[src/rtl/mnca_pkg.sv]
// shared types and constants of the node count aggregator
`default_nettype none

package mnca_pkg;

   // field widths
   localparam int MODE_W      = 2;
   localparam int LEVEL_W     = 8;
   localparam int COUNT_W     = 8;
   localparam int PARENTS_W   = 7;
   localparam int TIME_W      = 16;
   localparam int RAND_W      = 16;
   localparam int SLOT_W      = 6;
   localparam int ID_W        = 16;
   localparam int EPOCH_W     = 15;
   localparam int LIMIT_W     = 7;
   localparam int KIND_W      = 2;
   localparam int CSR_INDEX_W = 2;
   localparam int CSR_DATA_W  = 16;

   // send slot sits in bits 13..8 of the random word
   localparam int SLOT_LSB = 8;

   // event codes
   localparam logic [MODE_W-1:0] MODE_COUNT = 2'd0;
   localparam logic [MODE_W-1:0] MODE_TICK  = 2'd1;
   localparam logic [MODE_W-1:0] MODE_STOP  = 2'd2;
   localparam logic [MODE_W-1:0] MODE_DONE  = 2'd3;

   // send kinds
   localparam logic [KIND_W-1:0] KIND_NONE   = 2'd0;
   localparam logic [KIND_W-1:0] KIND_REPORT = 2'd1;
   localparam logic [KIND_W-1:0] KIND_STOP   = 2'd2;

   // register indexes
   localparam logic [CSR_INDEX_W-1:0] CSR_NODE_ID      = 2'd0;
   localparam logic [CSR_INDEX_W-1:0] CSR_EPOCH_SPAN   = 2'd1;
   localparam logic [CSR_INDEX_W-1:0] CSR_EXPIRE_LIMIT = 2'd2;

   // reset values
   localparam logic [LEVEL_W-1:0] LEVEL_NONE         = 8'hFF;
   localparam logic [EPOCH_W-1:0] EPOCH_SPAN_RESET   = 15'd64;
   localparam logic [LIMIT_W-1:0] EXPIRE_LIMIT_RESET = 7'd10;

   // shared divider: two quotient bits per cycle
   localparam int                  DIV_BITS_PER_CYCLE = 2;
   localparam int                  DIV_DIVIDEND_W     = 16;
   localparam int                  DIV_QUOTIENT_W     = 8;
   localparam int                  DIV_STEP_W         = 4;
   localparam logic [DIV_STEP_W-1:0] DIV_STEPS_BYTE   = 4'd4;
   localparam logic [DIV_STEP_W-1:0] DIV_STEPS_WORD   = 4'd8;

   typedef enum logic [2:0] {
      ST_IDLE,
      ST_EVAL,
      ST_DIV_QUO,
      ST_DIV_PICK,
      ST_FINISH
   } fsm_state_type;

   typedef struct packed {
      logic                  start;
      logic [DIV_STEP_W-1:0] steps;
   } div_ctrl_type;

   typedef struct packed {
      logic                      done;
      logic [DIV_QUOTIENT_W-1:0] quotient;
      logic [PARENTS_W-1:0]      remainder;
   } div_stat_type;

   typedef struct packed {
      logic [KIND_W-1:0]    send_kind;
      logic [LEVEL_W-1:0]   out_level;
      logic [COUNT_W-1:0]   out_count;
      logic [PARENTS_W-1:0] out_parents;
      logic [SLOT_W-1:0]    out_slot;
      logic [TIME_W-1:0]    out_remaining;
      logic [ID_W-1:0]      out_id;
      logic [TIME_W-1:0]    out_clock;
      logic                 clock_on;
   } rsp_payload_type;

endpackage

`default_nettype wire

[src/rtl/mnca_channels.sv]
// valid/ready channel interfaces for events in and results out
`default_nettype none

interface mnca_req_if;
   logic                                       valid;
   logic                                       ready;
   logic        [mnca_pkg::MODE_W-1:0]         mode;
   logic signed [mnca_pkg::LEVEL_W-1:0]        msg_level;
   logic signed [mnca_pkg::COUNT_W-1:0]        msg_count;
   logic        [mnca_pkg::PARENTS_W-1:0]      msg_parents;
   logic signed [mnca_pkg::TIME_W-1:0]         msg_remaining;
   logic        [mnca_pkg::TIME_W-1:0]         now_time;
   logic        [mnca_pkg::RAND_W-1:0]         rand_slot;
   logic        [mnca_pkg::RAND_W-1:0]         rand_pick;
   logic                                       send_accepted;

   modport source (
      output valid, mode, msg_level, msg_count, msg_parents, msg_remaining,
             now_time, rand_slot, rand_pick, send_accepted,
      input  ready
   );

   modport sink (
      input  valid, mode, msg_level, msg_count, msg_parents, msg_remaining,
             now_time, rand_slot, rand_pick, send_accepted,
      output ready
   );
endinterface

interface mnca_rsp_if;
   logic                                       valid;
   logic                                       ready;
   logic        [mnca_pkg::KIND_W-1:0]         send_kind;
   logic signed [mnca_pkg::LEVEL_W-1:0]        out_level;
   logic signed [mnca_pkg::COUNT_W-1:0]        out_count;
   logic        [mnca_pkg::PARENTS_W-1:0]      out_parents;
   logic        [mnca_pkg::SLOT_W-1:0]         out_slot;
   logic signed [mnca_pkg::TIME_W-1:0]         out_remaining;
   logic        [mnca_pkg::ID_W-1:0]           out_id;
   logic        [mnca_pkg::TIME_W-1:0]         out_clock;
   logic                                       clock_on;

   modport source (
      output valid, send_kind, out_level, out_count, out_parents, out_slot,
             out_remaining, out_id, out_clock, clock_on,
      input  ready
   );

   modport sink (
      input  valid, send_kind, out_level, out_count, out_parents, out_slot,
             out_remaining, out_id, out_clock, clock_on,
      output ready
   );
endinterface

`default_nettype wire

[src/rtl/multihop_node_count_aggregator_top.sv]
// Epoch-based node counter: one event in, one result beat out.
// Each event passes evaluate and finish; its result beat is registered once the output
// register is free. A child count message with nonzero parents also takes two passes of
// the shared divider (4 then 8 steps, each then flagging done) before finish.
// New events are taken only in idle, once the last result is in the output register.
// Reset: synchronous, active high; clears control, configuration and node state.
`default_nettype none

module multihop_node_count_aggregator_top (
   input  wire                                   clock,
   input  wire                                   reset,
   mnca_req_if.sink                              req_bus,
   mnca_rsp_if.source                            rsp_bus,
   input  wire                                   csr_we,
   input  wire [mnca_pkg::CSR_INDEX_W-1:0]       csr_index,
   input  wire [mnca_pkg::CSR_DATA_W-1:0]        csr_wdata
);

   // sequencer
   mnca_pkg::fsm_state_type state_ff, state_in;

   // configuration
   logic [mnca_pkg::ID_W-1:0]    node_id_ff;
   logic [mnca_pkg::EPOCH_W-1:0] epoch_span_ff;
   logic [mnca_pkg::LIMIT_W-1:0] expire_limit_ff;

   // captured event
   logic [mnca_pkg::MODE_W-1:0]    mode_ff;
   logic [mnca_pkg::LEVEL_W-1:0]   msg_level_ff;
   logic [mnca_pkg::COUNT_W-1:0]   msg_count_ff;
   logic [mnca_pkg::PARENTS_W-1:0] msg_parents_ff;
   logic [mnca_pkg::TIME_W-1:0]    msg_remaining_ff;
   logic [mnca_pkg::TIME_W-1:0]    now_ff;
   logic [mnca_pkg::SLOT_W-1:0]    slot_pick_ff;
   logic [mnca_pkg::RAND_W-1:0]    rand_pick_ff;
   logic                           send_accepted_ff;

   // node state
   logic [mnca_pkg::LEVEL_W-1:0] hop_level_ff, hop_level_in;
   logic [mnca_pkg::LEVEL_W-1:0] prev_level_ff, prev_level_in;
   logic [mnca_pkg::COUNT_W-1:0] child_tally_ff, child_tally_in;
   logic [mnca_pkg::COUNT_W-1:0] parent_tally_ff, parent_tally_in;
   logic [mnca_pkg::COUNT_W-1:0] prev_children_ff, prev_children_in;
   logic [mnca_pkg::COUNT_W-1:0] prev_parents_ff, prev_parents_in;
   logic [mnca_pkg::COUNT_W-1:0] idle_epochs_ff, idle_epochs_in;
   logic                         send_pending_ff, send_pending_in;
   logic                         sent_ff, sent_in;
   logic                         node_active_ff, node_active_in;
   logic [mnca_pkg::SLOT_W-1:0]  send_slot_ff, send_slot_in;
   logic [mnca_pkg::TIME_W-1:0]  epoch_start_ff, epoch_start_in;

   // first divider pass results
   logic [mnca_pkg::DIV_QUOTIENT_W-1:0] quo_ff, quo_in;
   logic [mnca_pkg::PARENTS_W-1:0]      rem_ff, rem_in;

   // staged result and output register
   mnca_pkg::rsp_payload_type res_ff, res_in;
   mnca_pkg::rsp_payload_type rsp_data_ff, rsp_data_in;
   logic                      rsp_valid_ff, rsp_valid_in;

   // divider hookup
   mnca_pkg::div_ctrl_type              div_ctrl;
   mnca_pkg::div_stat_type              div_stat;
   logic [mnca_pkg::DIV_DIVIDEND_W-1:0] div_dividend;

   // derived event values
   logic                           take_beat;
   logic [mnca_pkg::TIME_W-1:0]    start_eff;
   logic [mnca_pkg::TIME_W-1:0]    elapsed;
   logic [mnca_pkg::TIME_W-1:0]    elapsed_eff;
   logic [mnca_pkg::TIME_W:0]      remaining_wide;
   logic [mnca_pkg::TIME_W-1:0]    remaining;
   logic                           rem_le_zero;
   logic                           before_slot;
   logic [mnca_pkg::LEVEL_W:0]     level_up;
   logic [mnca_pkg::LEVEL_W:0]     level_down;
   logic                           hop_none;
   logic                           prev_none;
   logic                           hop_wins;
   logic [mnca_pkg::LEVEL_W-1:0]   hop_new;
   logic                           from_parent;
   logic                           from_child;
   logic [mnca_pkg::TIME_W-1:0]    sync_start;
   logic [mnca_pkg::COUNT_W-1:0]   idle_next;
   logic                           expired;
   logic [mnca_pkg::COUNT_W-1:0]   count_abs;
   logic [mnca_pkg::COUNT_W-1:0]   share;
   logic                           round_up;

   assign take_beat     = req_bus.valid && req_bus.ready;
   assign req_bus.ready = (state_ff == mnca_pkg::ST_IDLE);

   // remaining ticks in the epoch, with negative elapsed time read as a full epoch
   assign start_eff      = (mode_ff == mnca_pkg::MODE_COUNT && !node_active_ff) ?
                           now_ff : epoch_start_ff;
   assign elapsed        = now_ff - start_eff;
   assign elapsed_eff    = elapsed[mnca_pkg::TIME_W-1] ? {1'b0, epoch_span_ff} : elapsed;
   assign remaining_wide = {2'b00, epoch_span_ff} - {1'b0, elapsed_eff};
   assign remaining      = remaining_wide[mnca_pkg::TIME_W-1:0];
   assign rem_le_zero    = remaining[mnca_pkg::TIME_W-1] || (remaining == '0);
   assign before_slot    = (elapsed_eff < {{(mnca_pkg::TIME_W-mnca_pkg::SLOT_W){1'b0}},
                                            send_slot_ff});

   // level compare at 9 bits
   assign level_up    = {msg_level_ff[mnca_pkg::LEVEL_W-1], msg_level_ff} + 1'b1;
   assign level_down  = {msg_level_ff[mnca_pkg::LEVEL_W-1], msg_level_ff} - 1'b1;
   assign hop_none    = (hop_level_ff == mnca_pkg::LEVEL_NONE);
   assign prev_none   = (prev_level_ff == mnca_pkg::LEVEL_NONE);
   assign hop_wins    = hop_none ||
                        ($signed(level_up) <
                         $signed({hop_level_ff[mnca_pkg::LEVEL_W-1], hop_level_ff}));
   assign hop_new     = hop_wins ? level_up[mnca_pkg::LEVEL_W-1:0] : hop_level_ff;
   assign from_parent = ({hop_new[mnca_pkg::LEVEL_W-1], hop_new} == level_up);
   assign from_child  = ({prev_level_ff[mnca_pkg::LEVEL_W-1], prev_level_ff} == level_down);

   // parent time sync: start = now - (epoch span - sender remaining)
   assign sync_start = now_ff - {1'b0, epoch_span_ff} + msg_remaining_ff;

   // idle epoch count and expiry, signed compare
   assign idle_next = idle_epochs_ff + 1'b1;
   assign expired   = ($signed(idle_next) > $signed({1'b0, expire_limit_ff}));

   // signed split from unsigned magnitude pass and random pick pass
   assign count_abs = msg_count_ff[mnca_pkg::COUNT_W-1] ? ('0 - msg_count_ff) : msg_count_ff;
   assign share     = msg_count_ff[mnca_pkg::COUNT_W-1] ? ('0 - quo_ff) : quo_ff;
   assign round_up  = !msg_count_ff[mnca_pkg::COUNT_W-1] && (rem_ff > div_stat.remainder);

   // sequencer and state update
   always_comb begin
      state_in         = state_ff;
      hop_level_in     = hop_level_ff;
      prev_level_in    = prev_level_ff;
      child_tally_in   = child_tally_ff;
      parent_tally_in  = parent_tally_ff;
      prev_children_in = prev_children_ff;
      prev_parents_in  = prev_parents_ff;
      idle_epochs_in   = idle_epochs_ff;
      send_pending_in  = send_pending_ff;
      sent_in          = sent_ff;
      node_active_in   = node_active_ff;
      send_slot_in     = send_slot_ff;
      epoch_start_in   = epoch_start_ff;
      quo_in           = quo_ff;
      rem_in           = rem_ff;
      res_in           = res_ff;
      rsp_data_in      = rsp_data_ff;
      rsp_valid_in     = rsp_valid_ff;
      div_ctrl.start   = 1'b0;
      div_ctrl.steps   = mnca_pkg::DIV_STEPS_BYTE;
      div_dividend     = {count_abs, {(mnca_pkg::DIV_DIVIDEND_W-mnca_pkg::COUNT_W){1'b0}}};

      // output register drains on a taken beat
      if (rsp_valid_ff && rsp_bus.ready) begin
         rsp_valid_in = 1'b0;
      end

      case (state_ff)
         mnca_pkg::ST_IDLE: begin
            if (req_bus.valid) begin
               state_in = mnca_pkg::ST_EVAL;
            end
         end

         mnca_pkg::ST_EVAL: begin
            state_in = mnca_pkg::ST_FINISH;
            res_in   = '0;
            case (mode_ff)
               mnca_pkg::MODE_COUNT: begin
                  // first contact wakes the node
                  if (!node_active_ff) begin
                     send_slot_in   = slot_pick_ff;
                     epoch_start_in = now_ff;
                     node_active_in = 1'b1;
                  end
                  hop_level_in = hop_new;
                  if (from_parent) begin
                     if (remaining != msg_remaining_ff) begin
                        epoch_start_in = sync_start;
                     end
                     parent_tally_in = parent_tally_ff + 1'b1;
                     idle_epochs_in  = '0;
                  end else if (from_child) begin
                     if (msg_parents_ff == '0) begin
                        child_tally_in = child_tally_ff + msg_count_ff;
                     end else begin
                        div_ctrl.start = 1'b1;
                        state_in       = mnca_pkg::ST_DIV_QUO;
                     end
                  end
               end

               mnca_pkg::MODE_TICK: begin
                  if (node_active_ff) begin
                     if (rem_le_zero && (sent_ff || prev_none)) begin
                        // epoch rollover
                        sent_in          = 1'b0;
                        send_slot_in     = slot_pick_ff;
                        epoch_start_in   = now_ff + remaining;
                        prev_level_in    = hop_level_ff;
                        prev_children_in = child_tally_ff;
                        prev_parents_in  = parent_tally_ff;
                        child_tally_in   = '0;
                        parent_tally_in  = '0;
                        idle_epochs_in   = idle_next;
                        if (expired) begin
                           hop_level_in   = mnca_pkg::LEVEL_NONE;
                           prev_level_in  = mnca_pkg::LEVEL_NONE;
                           node_active_in = 1'b0;
                        end
                     end else if (!prev_none && !sent_ff && !(before_slot && !rem_le_zero) &&
                                  !send_pending_ff && send_accepted_ff) begin
                        // count report in our slot
                        send_pending_in       = 1'b1;
                        sent_in               = 1'b1;
                        res_in.send_kind      = mnca_pkg::KIND_REPORT;
                        res_in.out_level      = prev_level_ff;
                        res_in.out_count      = prev_children_ff + 1'b1;
                        res_in.out_parents    = prev_parents_ff[mnca_pkg::PARENTS_W-1:0];
                        res_in.out_slot       = send_slot_ff;
                        res_in.out_remaining  = remaining;
                        res_in.out_id         = node_id_ff;
                        res_in.out_clock      = now_ff;
                     end
                  end
               end

               mnca_pkg::MODE_STOP: begin
                  node_active_in = 1'b0;
                  hop_level_in   = mnca_pkg::LEVEL_NONE;
                  prev_level_in  = mnca_pkg::LEVEL_NONE;
                  if (send_accepted_ff) begin
                     send_pending_in  = 1'b1;
                     res_in.send_kind = mnca_pkg::KIND_STOP;
                  end
               end

               default: begin
                  send_pending_in = 1'b0;
               end
            endcase
            res_in.clock_on = node_active_in;
         end

         mnca_pkg::ST_DIV_QUO: begin
            // keep count/parents, then start random word mod parents
            div_dividend = rand_pick_ff;
            if (div_stat.done) begin
               quo_in         = div_stat.quotient;
               rem_in         = div_stat.remainder;
               div_ctrl.start = 1'b1;
               div_ctrl.steps = mnca_pkg::DIV_STEPS_WORD;
               state_in       = mnca_pkg::ST_DIV_PICK;
            end
         end

         mnca_pkg::ST_DIV_PICK: begin
            if (div_stat.done) begin
               child_tally_in = child_tally_ff + share +
                                {{(mnca_pkg::COUNT_W-1){1'b0}}, round_up};
               state_in       = mnca_pkg::ST_FINISH;
            end
         end

         mnca_pkg::ST_FINISH: begin
            if (!rsp_valid_ff || rsp_bus.ready) begin
               rsp_valid_in = 1'b1;
               rsp_data_in  = res_ff;
               state_in     = mnca_pkg::ST_IDLE;
            end
         end

         default: begin
            state_in = mnca_pkg::ST_IDLE;
         end
      endcase
   end

   // shared divider
   mnca_divider u_divider (
      .clock    (clock),
      .reset    (reset),
      .ctrl     (div_ctrl),
      .dividend (div_dividend),
      .divisor  (msg_parents_ff),
      .stat     (div_stat)
   );

   // control, configuration and node state
   always_ff @(posedge clock) begin
      if (reset) begin
         state_ff         <= mnca_pkg::ST_IDLE;
         node_id_ff       <= '0;
         epoch_span_ff    <= mnca_pkg::EPOCH_SPAN_RESET;
         expire_limit_ff  <= mnca_pkg::EXPIRE_LIMIT_RESET;
         hop_level_ff     <= mnca_pkg::LEVEL_NONE;
         prev_level_ff    <= mnca_pkg::LEVEL_NONE;
         child_tally_ff   <= '0;
         parent_tally_ff  <= '0;
         prev_children_ff <= '0;
         prev_parents_ff  <= '0;
         idle_epochs_ff   <= '0;
         send_pending_ff  <= 1'b0;
         sent_ff          <= 1'b0;
         node_active_ff   <= 1'b0;
         send_slot_ff     <= '0;
         epoch_start_ff   <= '0;
         rsp_valid_ff     <= 1'b0;
      end else begin
         state_ff         <= state_in;
         hop_level_ff     <= hop_level_in;
         prev_level_ff    <= prev_level_in;
         child_tally_ff   <= child_tally_in;
         parent_tally_ff  <= parent_tally_in;
         prev_children_ff <= prev_children_in;
         prev_parents_ff  <= prev_parents_in;
         idle_epochs_ff   <= idle_epochs_in;
         send_pending_ff  <= send_pending_in;
         sent_ff          <= sent_in;
         node_active_ff   <= node_active_in;
         send_slot_ff     <= send_slot_in;
         epoch_start_ff   <= epoch_start_in;
         rsp_valid_ff     <= rsp_valid_in;
         if (csr_we) begin
            case (csr_index)
               mnca_pkg::CSR_NODE_ID: begin
                  node_id_ff <= csr_wdata;
               end
               mnca_pkg::CSR_EPOCH_SPAN: begin
                  epoch_span_ff <= csr_wdata[mnca_pkg::EPOCH_W-1:0];
               end
               mnca_pkg::CSR_EXPIRE_LIMIT: begin
                  expire_limit_ff <= csr_wdata[mnca_pkg::LIMIT_W-1:0];
               end
               default: begin
               end
            endcase
         end
      end
   end

   // event capture and result payload
   always_ff @(posedge clock) begin
      if (take_beat) begin
         mode_ff          <= req_bus.mode;
         msg_level_ff     <= req_bus.msg_level;
         msg_count_ff     <= req_bus.msg_count;
         msg_parents_ff   <= req_bus.msg_parents;
         msg_remaining_ff <= req_bus.msg_remaining;
         now_ff           <= req_bus.now_time;
         slot_pick_ff     <= req_bus.rand_slot[mnca_pkg::SLOT_LSB +: mnca_pkg::SLOT_W];
         rand_pick_ff     <= req_bus.rand_pick;
         send_accepted_ff <= req_bus.send_accepted;
      end
      quo_ff      <= quo_in;
      rem_ff      <= rem_in;
      res_ff      <= res_in;
      rsp_data_ff <= rsp_data_in;
   end

   // result beat
   assign rsp_bus.valid         = rsp_valid_ff;
   assign rsp_bus.send_kind     = rsp_data_ff.send_kind;
   assign rsp_bus.out_level     = rsp_data_ff.out_level;
   assign rsp_bus.out_count     = rsp_data_ff.out_count;
   assign rsp_bus.out_parents   = rsp_data_ff.out_parents;
   assign rsp_bus.out_slot      = rsp_data_ff.out_slot;
   assign rsp_bus.out_remaining = rsp_data_ff.out_remaining;
   assign rsp_bus.out_id        = rsp_data_ff.out_id;
   assign rsp_bus.out_clock     = rsp_data_ff.out_clock;
   assign rsp_bus.clock_on      = rsp_data_ff.clock_on;

endmodule

`default_nettype wire

[src/rtl/mnca_divider.sv]
// iterative restoring divider, two quotient bits per cycle
`default_nettype none

module mnca_divider (
   input  wire                                    clock,
   input  wire                                    reset,
   input  wire mnca_pkg::div_ctrl_type            ctrl,
   input  wire [mnca_pkg::DIV_DIVIDEND_W-1:0]     dividend,
   input  wire [mnca_pkg::PARENTS_W-1:0]          divisor,
   output mnca_pkg::div_stat_type                 stat
);

   logic [mnca_pkg::DIV_STEP_W-1:0]     cnt_ff, cnt_in;
   logic                                done_ff, done_in;
   logic [mnca_pkg::DIV_DIVIDEND_W-1:0] dvd_ff, dvd_in;
   logic [mnca_pkg::DIV_QUOTIENT_W-1:0] quo_ff, quo_in;
   logic [mnca_pkg::PARENTS_W-1:0]      rem_ff, rem_in;
   logic [mnca_pkg::PARENTS_W-1:0]      dvs_ff, dvs_in;

   // step logic: shift in a dividend bit, trial subtract, per quotient bit
   always_comb begin
      logic [mnca_pkg::PARENTS_W:0]        trial;
      logic [mnca_pkg::PARENTS_W-1:0]      r;
      logic [mnca_pkg::DIV_QUOTIENT_W-1:0] q;
      logic [mnca_pkg::DIV_DIVIDEND_W-1:0] d;
      logic                                qbit;
      r = rem_ff;
      q = quo_ff;
      d = dvd_ff;
      for (int i = 0; i < mnca_pkg::DIV_BITS_PER_CYCLE; i++) begin
         trial = {r, d[mnca_pkg::DIV_DIVIDEND_W-1]};
         d     = {d[mnca_pkg::DIV_DIVIDEND_W-2:0], 1'b0};
         qbit  = (trial >= {1'b0, dvs_ff});
         if (qbit) begin
            trial = trial - {1'b0, dvs_ff};
         end
         r = trial[mnca_pkg::PARENTS_W-1:0];
         q = {q[mnca_pkg::DIV_QUOTIENT_W-2:0], qbit};
      end

      cnt_in  = cnt_ff;
      done_in = 1'b0;
      dvd_in  = dvd_ff;
      quo_in  = quo_ff;
      rem_in  = rem_ff;
      dvs_in  = dvs_ff;
      if (ctrl.start) begin
         cnt_in = ctrl.steps;
         dvd_in = dividend;
         dvs_in = divisor;
         quo_in = '0;
         rem_in = '0;
      end else if (cnt_ff != '0) begin
         cnt_in  = cnt_ff - 1'b1;
         done_in = (cnt_ff == {{(mnca_pkg::DIV_STEP_W-1){1'b0}}, 1'b1});
         dvd_in  = d;
         quo_in  = q;
         rem_in  = r;
      end
   end

   // control registers
   always_ff @(posedge clock) begin
      if (reset) begin
         cnt_ff  <= '0;
         done_ff <= 1'b0;
      end else begin
         cnt_ff  <= cnt_in;
         done_ff <= done_in;
      end
   end

   // datapath registers
   always_ff @(posedge clock) begin
      dvd_ff <= dvd_in;
      quo_ff <= quo_in;
      rem_ff <= rem_in;
      dvs_ff <= dvs_in;
   end

   assign stat.done      = done_ff;
   assign stat.quotient  = quo_ff;
   assign stat.remainder = rem_ff;

endmodule

`default_nettype wire

[src/flat_wrapper.sv]
// flat-port wrapper written by rule: the top's interface ports become plain ports
module multihop_node_count_aggregator_top_flat 
  (clock, reset, csr_we, csr_index, csr_wdata, req_bus_valid, req_bus_mode, req_bus_msg_level, req_bus_msg_count, req_bus_msg_parents, req_bus_msg_remaining, req_bus_now_time, req_bus_rand_slot, req_bus_rand_pick, req_bus_send_accepted, req_bus_ready, rsp_bus_valid, rsp_bus_send_kind, rsp_bus_out_level, rsp_bus_out_count, rsp_bus_out_parents, rsp_bus_out_slot, rsp_bus_out_remaining, rsp_bus_out_id, rsp_bus_out_clock, rsp_bus_clock_on, rsp_bus_ready);
  mnca_req_if req_bus_i ();
  mnca_rsp_if rsp_bus_i ();
  input  wire clock;
  input  wire reset;
  input  wire csr_we;
  input  wire [mnca_pkg::CSR_INDEX_W-1:0] csr_index;
  input  wire [mnca_pkg::CSR_DATA_W-1:0] csr_wdata;
  input wire logic [$bits(req_bus_i.valid)-1:0] req_bus_valid;
  input wire logic [$bits(req_bus_i.mode)-1:0] req_bus_mode;
  input wire logic [$bits(req_bus_i.msg_level)-1:0] req_bus_msg_level;
  input wire logic [$bits(req_bus_i.msg_count)-1:0] req_bus_msg_count;
  input wire logic [$bits(req_bus_i.msg_parents)-1:0] req_bus_msg_parents;
  input wire logic [$bits(req_bus_i.msg_remaining)-1:0] req_bus_msg_remaining;
  input wire logic [$bits(req_bus_i.now_time)-1:0] req_bus_now_time;
  input wire logic [$bits(req_bus_i.rand_slot)-1:0] req_bus_rand_slot;
  input wire logic [$bits(req_bus_i.rand_pick)-1:0] req_bus_rand_pick;
  input wire logic [$bits(req_bus_i.send_accepted)-1:0] req_bus_send_accepted;
  output wire logic [$bits(req_bus_i.ready)-1:0] req_bus_ready;
  output wire logic [$bits(rsp_bus_i.valid)-1:0] rsp_bus_valid;
  output wire logic [$bits(rsp_bus_i.send_kind)-1:0] rsp_bus_send_kind;
  output wire logic [$bits(rsp_bus_i.out_level)-1:0] rsp_bus_out_level;
  output wire logic [$bits(rsp_bus_i.out_count)-1:0] rsp_bus_out_count;
  output wire logic [$bits(rsp_bus_i.out_parents)-1:0] rsp_bus_out_parents;
  output wire logic [$bits(rsp_bus_i.out_slot)-1:0] rsp_bus_out_slot;
  output wire logic [$bits(rsp_bus_i.out_remaining)-1:0] rsp_bus_out_remaining;
  output wire logic [$bits(rsp_bus_i.out_id)-1:0] rsp_bus_out_id;
  output wire logic [$bits(rsp_bus_i.out_clock)-1:0] rsp_bus_out_clock;
  output wire logic [$bits(rsp_bus_i.clock_on)-1:0] rsp_bus_clock_on;
  input wire logic [$bits(rsp_bus_i.ready)-1:0] rsp_bus_ready;
  assign req_bus_i.valid = req_bus_valid;
  assign req_bus_i.mode = req_bus_mode;
  assign req_bus_i.msg_level = req_bus_msg_level;
  assign req_bus_i.msg_count = req_bus_msg_count;
  assign req_bus_i.msg_parents = req_bus_msg_parents;
  assign req_bus_i.msg_remaining = req_bus_msg_remaining;
  assign req_bus_i.now_time = req_bus_now_time;
  assign req_bus_i.rand_slot = req_bus_rand_slot;
  assign req_bus_i.rand_pick = req_bus_rand_pick;
  assign req_bus_i.send_accepted = req_bus_send_accepted;
  assign req_bus_ready = req_bus_i.ready;
  assign rsp_bus_valid = rsp_bus_i.valid;
  assign rsp_bus_send_kind = rsp_bus_i.send_kind;
  assign rsp_bus_out_level = rsp_bus_i.out_level;
  assign rsp_bus_out_count = rsp_bus_i.out_count;
  assign rsp_bus_out_parents = rsp_bus_i.out_parents;
  assign rsp_bus_out_slot = rsp_bus_i.out_slot;
  assign rsp_bus_out_remaining = rsp_bus_i.out_remaining;
  assign rsp_bus_out_id = rsp_bus_i.out_id;
  assign rsp_bus_out_clock = rsp_bus_i.out_clock;
  assign rsp_bus_clock_on = rsp_bus_i.clock_on;
  assign rsp_bus_i.ready = rsp_bus_ready;
  multihop_node_count_aggregator_top u_core (.clock(clock), .reset(reset), .req_bus(req_bus_i), .rsp_bus(rsp_bus_i), .csr_we(csr_we), .csr_index(csr_index), .csr_wdata(csr_wdata));
endmodule
[config.mk]
export PLATFORM = sky130hd
export DESIGN_NAME = multihop_node_count_aggregator_top_flat
export DESIGN_NICKNAME = d
export VERILOG_FILES = /design/src/rtl/mnca_pkg.sv /design/src/rtl/mnca_channels.sv /design/src/rtl/multihop_node_count_aggregator_top.sv /design/src/rtl/mnca_divider.sv /design/src/flat_wrapper.sv
export SDC_FILE = /design/constraint.sdc
export NUM_CORES = 1
export LEC_CHECK = 0
export BUFFER_PORTS_ARGS = -buffer_cell sky130_fd_sc_hd__buf_2
export CAP_MARGIN = 20
export CORE_ASPECT_RATIO = 1.25
export CORE_MARGIN = 2
export CORE_UTILIZATION = 51
export CTS_CLUSTER_DIAMETER = 200
export CTS_CLUSTER_SIZE = 24
export DETAILED_ROUTE_END_ITERATION = 7
export GPL_ROUTABILITY_DRIVEN = 1
export HOLD_SLACK_MARGIN = 0.08
export PLACE_DENSITY = 0.73
export SKIP_LAST_GASP = 1
export SLEW_MARGIN = 40
export SYNTH_ARGS = -nofsm -noshare
export SYNTH_HDL_FRONTEND = slang
export SYNTH_SLANG_ARGS = --single-unit
[constraint.sdc]
create_clock -name clock -period 10.46 [get_ports clock]
set_input_delay 0.523 -clock clock [delete_from_list [all_inputs] [get_ports clock]]
set_output_delay 0.523 -clock clock [all_outputs]
set_load 0.005 [all_outputs]
After elaboration in Yosys (flattened, before gate mapping)
Index checks and enable logic that the tools add are counted.

word-level totals
  bits in registers = 420
  output and inout port bits = 82
  logic and storage cells = 238

operators by class
  $add $sub $neg = 18
  magnitude comparators = 6
  equality and inequality tests = 31
  mux-type cells = 75
  bitwise logic cells = 5
  reduce and logical (&&, ||, !) cells = 51

operator list
  kind                                                                count
  79-bit two-way mux                                                  2
  16-bit two-way mux                                                  9
  8-bit two-way mux                                                   16
  8-bit case mux with 2 select lines                                  5
  78-bit two-way mux                                                  1
  16-bit adder                                                        2
  16-bit case mux with 2 select lines                                 1
  8-bit by 1-bit adder with 8-bit output (second input constant)      3
  3-bit two-way mux                                                   8
  8-bit case mux with 3 select lines                                  1
  4-bit AND reduction                                                 6
  9-bit == test                                                       2
  6-bit two-way mux                                                   3
  8-bit adder                                                         2
  8-bit == test (second input constant)                               2
  8-bit by 7-bit greater-or-equal comparator with 1-bit output        2
  16-bit zero test                                                    1
  16-bit by 6-bit < comparator with 1-bit output                      1
  16-bit != test                                                      1
  1-bit by 8-bit subtractor with 8-bit output (first input constant)  2
  15-bit by 16-bit subtractor with 16-bit output                      1
  16-bit by 15-bit subtractor with 16-bit output                      1
  16-bit subtractor                                                   1
  1-bit two-way mux                                                   15
  other kinds (44)                                                    98

Depth between registers and ports, before layout
  depth after elaboration = 18
  gate-level depth with buffers = 39
  gate-level depth less buffers = 35

Cells and area by module
From an unflattened synthesis, not the netlist that was laid out.

second synthesis, totals
  cell total of the unflattened synthesis = 2175
  area total of the unflattened synthesis = 22835.7 um^2

modules (own cells, without submodules)
  module                              times used  cells each  area an instance (um^2)  seq. area each (um^2)
  multihop_node_count_aggregator_top  1           1932        20357.0                  10079.7
  mnca_divider                        1           243         2478.6                   1091.0

Worst setup path before layout
No wires, ideal clock.

  path type = register to register
  start point = register u_core.mode_ff[0] (netlist bit)
  end point = register u_core.epoch_start_ff[15] (netlist bit)
  library setup time = 70 ps
  arrival time = 7422 ps
  data required time = 10390 ps
  setup slack = 2968 ps
  cell stages (with the launch flop) = 36
  clock period less this slack = 7492 ps
  cell sequence = edfxtp_1 inv_1 ha_1 buf_4 inv_2 nor2_1 clkbuf_1 mux2i_1 ha_1 nand2_1 or3_1 a211o_1 and2_4 a21oi_4 clkbuf_1 nor2_1 a21oi_1 inv_1 fa_1 a211oi_1 o21bai_1 a21oi_1 nand4_1 o21ai_1 nor4_2 mux2i_1 ha_1 and3_1 a21oi_1 o21ai_0 o21ai_0 nand2b_1 a21oi_1 xnor2_1 o221ai_1 a21oi_1

on the way
  cells in the longest elaborated chain, start to end = 11

ends and longest elaborated chain
  item                                                  line                                       RTL
  start, declared                                       multihop_node_count_aggregator_top.sv:28   logic [mnca_pkg::MODE_W-1:0] mode_ff;
  start signal, assigned                                multihop_node_count_aggregator_top.sv:344  mode_ff <= req_bus.mode;
  2-bit zero test *                                     multihop_node_count_aggregator_top.sv:94   assign start_eff = (mode_ff == mnca_pkg::MODE_COUNT && !node_active_ff) ?
  1-bit logical AND *                                   multihop_node_count_aggregator_top.sv:94
  16-bit two-way mux *                                  multihop_node_count_aggregator_top.sv:94
  16-bit subtractor *                                   multihop_node_count_aggregator_top.sv:96   assign elapsed = now_ff - start_eff;
  15-bit two-way mux *                                  multihop_node_count_aggregator_top.sv:97   assign elapsed_eff = elapsed[mnca_pkg::TIME_W-1] ? {1'b0, epoch_span_ff} : elapsed;
  15-bit by 16-bit subtractor with 16-bit output *      multihop_node_count_aggregator_top.sv:98   assign remaining_wide = {2'b00, epoch_span_ff} - {1'b0, elapsed_eff};
  via u_core.remaining_wide, one bit                    multihop_node_count_aggregator_top.sv:71   logic [mnca_pkg::TIME_W:0] remaining_wide;
  branches (longest 5 deep; another with 16-bit adder)  n/a
  end signal, assigned                                  multihop_node_count_aggregator_top.sv:321  epoch_start_ff <= epoch_start_in;
  end, declared                                         multihop_node_count_aggregator_top.sv:50   logic [mnca_pkg::TIME_W-1:0] epoch_start_ff, epoch_start_in;

Mark *: on every way through the listed nets, which the timed path passes. The select of a mux whose other input is x is not followed.
A chain may end at the register's enable or synchronous reset.

Final worst setup path
Same ends and word-level chain as after synthesis.

==> results by group <==
Run status
  – Status: finished clean

Critical path
  – CP required: 10.96 ns
  – Arr. time, crit path: 9.58 ns
  – Crit path kind: register to register
  – Crit-path max FO: 19
  – Crit end category: register
  – Crit path buf inv count: 4
  – Slowest cell on the critical path: o21ai_0
  – Type of origin of the critical path: register
  – Slowest stage delay, CP: 0.65 ns
  – Crit path top cell by count: a21oi_1
  – CP top delay family: compound AO/OA/AOI/OAI gates

Placement
  – Post-DP HPWL: 43600 um
  – Routability congestion estimate: 0.976
  – Dpl ws: 1.60 ns
  – Buffers on Ports: 184
  – Placed cell count: 2876

Die
  – Num ports: 195
  – DIE AREA: 46500 um2
  – Starting Density: 51.7%
  – Die Wd: 193 um
  – Rows: 86
  – Core area: 44100 um2
  – Die height: 240 um

Pwr
  – Leak pwr: 0.00998 uW
  – Peak VDD IR: 0.161 mV
  – Pwr dens: 185 nW/um2

Timing
  – Maximum clock frequency: 110 MHz
  – Fin crit period: 9.07 ns
  – Hold slack: 0.119 ns
  – Clock skew: 0.0286 ns
  – Least-Margin Pin Slew: 0.830 ns
  – Final setup TNS: 0 ns
  – Number of setup violations in the final report: 0
  – Unrepaired setup endpoints after global routing: no
  – Final period util: 86.8%
  – Worst Slack Setup Final: 1.39 ns
  – Slew Viols, Final: 0
  – Slew margin rel.: 44.2%
  – Final hold vios: 0

Layout
  – Layout area overhead: 9.26%
  – Non-Filler Instances: 2915
  – Layout cells sized above 1: 12.0%
  – # diodes: 0
  – Final #Nets: 2591
  – Most frequent cells in the layout: edfxtp_1 (278), nand2_1 (206), buf_2 (183)
  – Commonest non-fill, non-tap cell in the layout: edfxtp_1

Global routing
  – Vias in the first global route: 16400
  – First-pass GRT wire length: 88500 um
  – GRT overflow: 0
  – Initial antenna violation count: 2
  – Largest net degree at the start of global routing: 81
  – GRT Total Usage: 24.6%

Drt
  – DR DRC count: 0
  – Drt total wl: 57400 um
  – Per-cell routed wire length: 19.7 um
  – Post-route ant nets: 0
  – Via Count: 16800
  – DRT iter0 DRCs: 1235
  – First-pass DRT Iterations: 5
  – Vias per inst: 5.76

Clock network
  – Clock net sink count: 419
  – Worst skew pair latency: 0.57 ns
  – Setup Buffers After CTS: 0
  – Clk slew on worst S/H paths: 0.11 ns
  – Clk root buf: clkbuf_16
  – Post_cts resized: 0
  – TritonCTS clock tree: built
  – Hold_buf cts: 0
  – CTS Buf Count: 21
  – CTS H-tree depth: 1
  – Clk buf depth: 3

Flow run
  – Max Cap Viol: 0

Logic synthesis
  – Synth cell types: 94
  – Avg Inst Size Synth: 10.4 um2
  – Async set-reset flop share out of synthesis: 0%
  – #FFs+latches synth: 419
  – Post-synth top area cell: edfxtp_1
  – Synthesized area: 22800 um2
  – Post-synthesis sequential area ratio: 49.0%
  – Top cells by area, synth: edfxtp_1 (37%), dfxtp_1 (12%), ha_1 (7.0%), nand2_1 (3.4%), a21oi_1 (3.2%)
  – Syn Nets: 2459
  – Yosys top cell area share: 36.6%
  – Ys Warns: 0
  – Mapped Cells: 2196
  – Number of synthesized flops with an enable pin: 278
  – Ys flop type: edfxtp_1

Worst hold path
  – HP Class: input port to register
## cells by family after synthesis
| family | after synthesis | share of synthesized area (%) |
|---|---|---|
| AND/OR/NAND/NOR | 677 | 14.5 |
| AO/OA/AOI/OAI | 476 | 14.2 |
| flip-flops | 419 | 49.0 |
| buffers and inverters | 255 | 4.35 |
| adder cells (fa/ha/maj) | 150 | 8.98 |
| XOR/XNOR | 135 | 5.34 |
| multiplexers | 84 | 3.75 |
## cell usage after synthesis (20+ instances only)
| master | count |
|---|---|
| edfxtp_1 | 278 |
| nand2_1 | 206 |
| inv_1 | 157 |
| nor2_1 | 151 |
| a21oi_1 | 146 |
| dfxtp_1 | 141 |
| ha_1 | 127 |
| o21ai_0 | 84 |
| xnor2_1 | 80 |
| mux2i_1 | 72 |
| clkbuf_1 | 70 |
| nand3_1 | 62 |
| nor3_1 | 62 |
| xor2_1 | 52 |
| and2_1 | 51 |
| o211ai_1 | 33 |
| a21o_1 | 32 |
| nand2b_1 | 25 |
| fa_1 | 23 |
| a211oi_1 | 20 |
| nand4_1 | 20 |
## report_power, final
group / switching, uW / leakage [uW] / internal, uW
logic: 1020 / 0.00593 / 673
registers: 94.2 / 0.00376 / 1930
clock network: 519 / 0.000288 / 387
total: 1630 / 0.00998 / 2990
## per-stage QoR
stage | total power, uW | utilization, % | instance area (um2)
after CTS | 4630 | 56.5 | 24900
after global routing | 4890 | 56.5 | 24900
final | 4620 | 56.5 | 24900
after floorplan | 3300 | - | 22800
after detailed placement | 3720 | 55.1 | 24300
after global placement | 3660 | 54.9 | 24200
## sequential cells by signal (all words and copies together) (netlist names), 15 cells and up
name,count
u_core.res_ff,80
u_core.epoch_start_ff,16
u_core.msg_remaining_ff,16
u_core.node_id_ff,16
u_core.now_ff,16
u_core.rand_pick_ff,16
u_core.rsp_bus.out_clock,16
u_core.rsp_bus.out_id,16
u_core.rsp_bus.out_remaining,16
u_core.u_divider.dvd_ff,16
u_core.epoch_span_ff,15
## area by class of cell
cell class | count | area [um2]
Fill cell | 3825 | 19200
Sequential cell | 419 | 11200
Multi-Input combinational cell | 1522 | 10700
Timing Repair Buffer | 203 | 1100
Tap cell | 572 | 716
Inverter | 161 | 607
Clock buffer | 36 | 582
Clock inverter | 2 | 25.0
## metal layers
layer,routed length [um],up-vias,share of wire (%),global-route usage [%]
li1,-,8164,-,-
met1,23500,8054,41,30.2
met2,28400,458,49,43.5
met3,2950,121,5.1,2.61
met4,2580,4,4.5,10.3
met5,27,-,0.047,0
## final timing paths
kind | slack (ns) | to | start | depth (start not counted)
max | 1.39 | u_core.epoch_start_ff[15]$_SDFFE_PP0P_ | u_core.mode_ff[0]$_DFFE_PP_ | 35
min | 0.12 | u_core.now_ff[6]$_DFFE_PP_ | req_bus_now_time[6] | 1
max reg2reg | 1.39 | u_core.epoch_start_ff[15]$_SDFFE_PP0P_ | u_core.mode_ff[0]$_DFFE_PP_ | 35
min reg2reg | 0.41 | u_core.rsp_bus.out_level[4]$_DFFE_PP_ | u_core.res_ff[74]$_SDFFCE_PP0P_ | 0
Power figures use the tool's default switching activity.
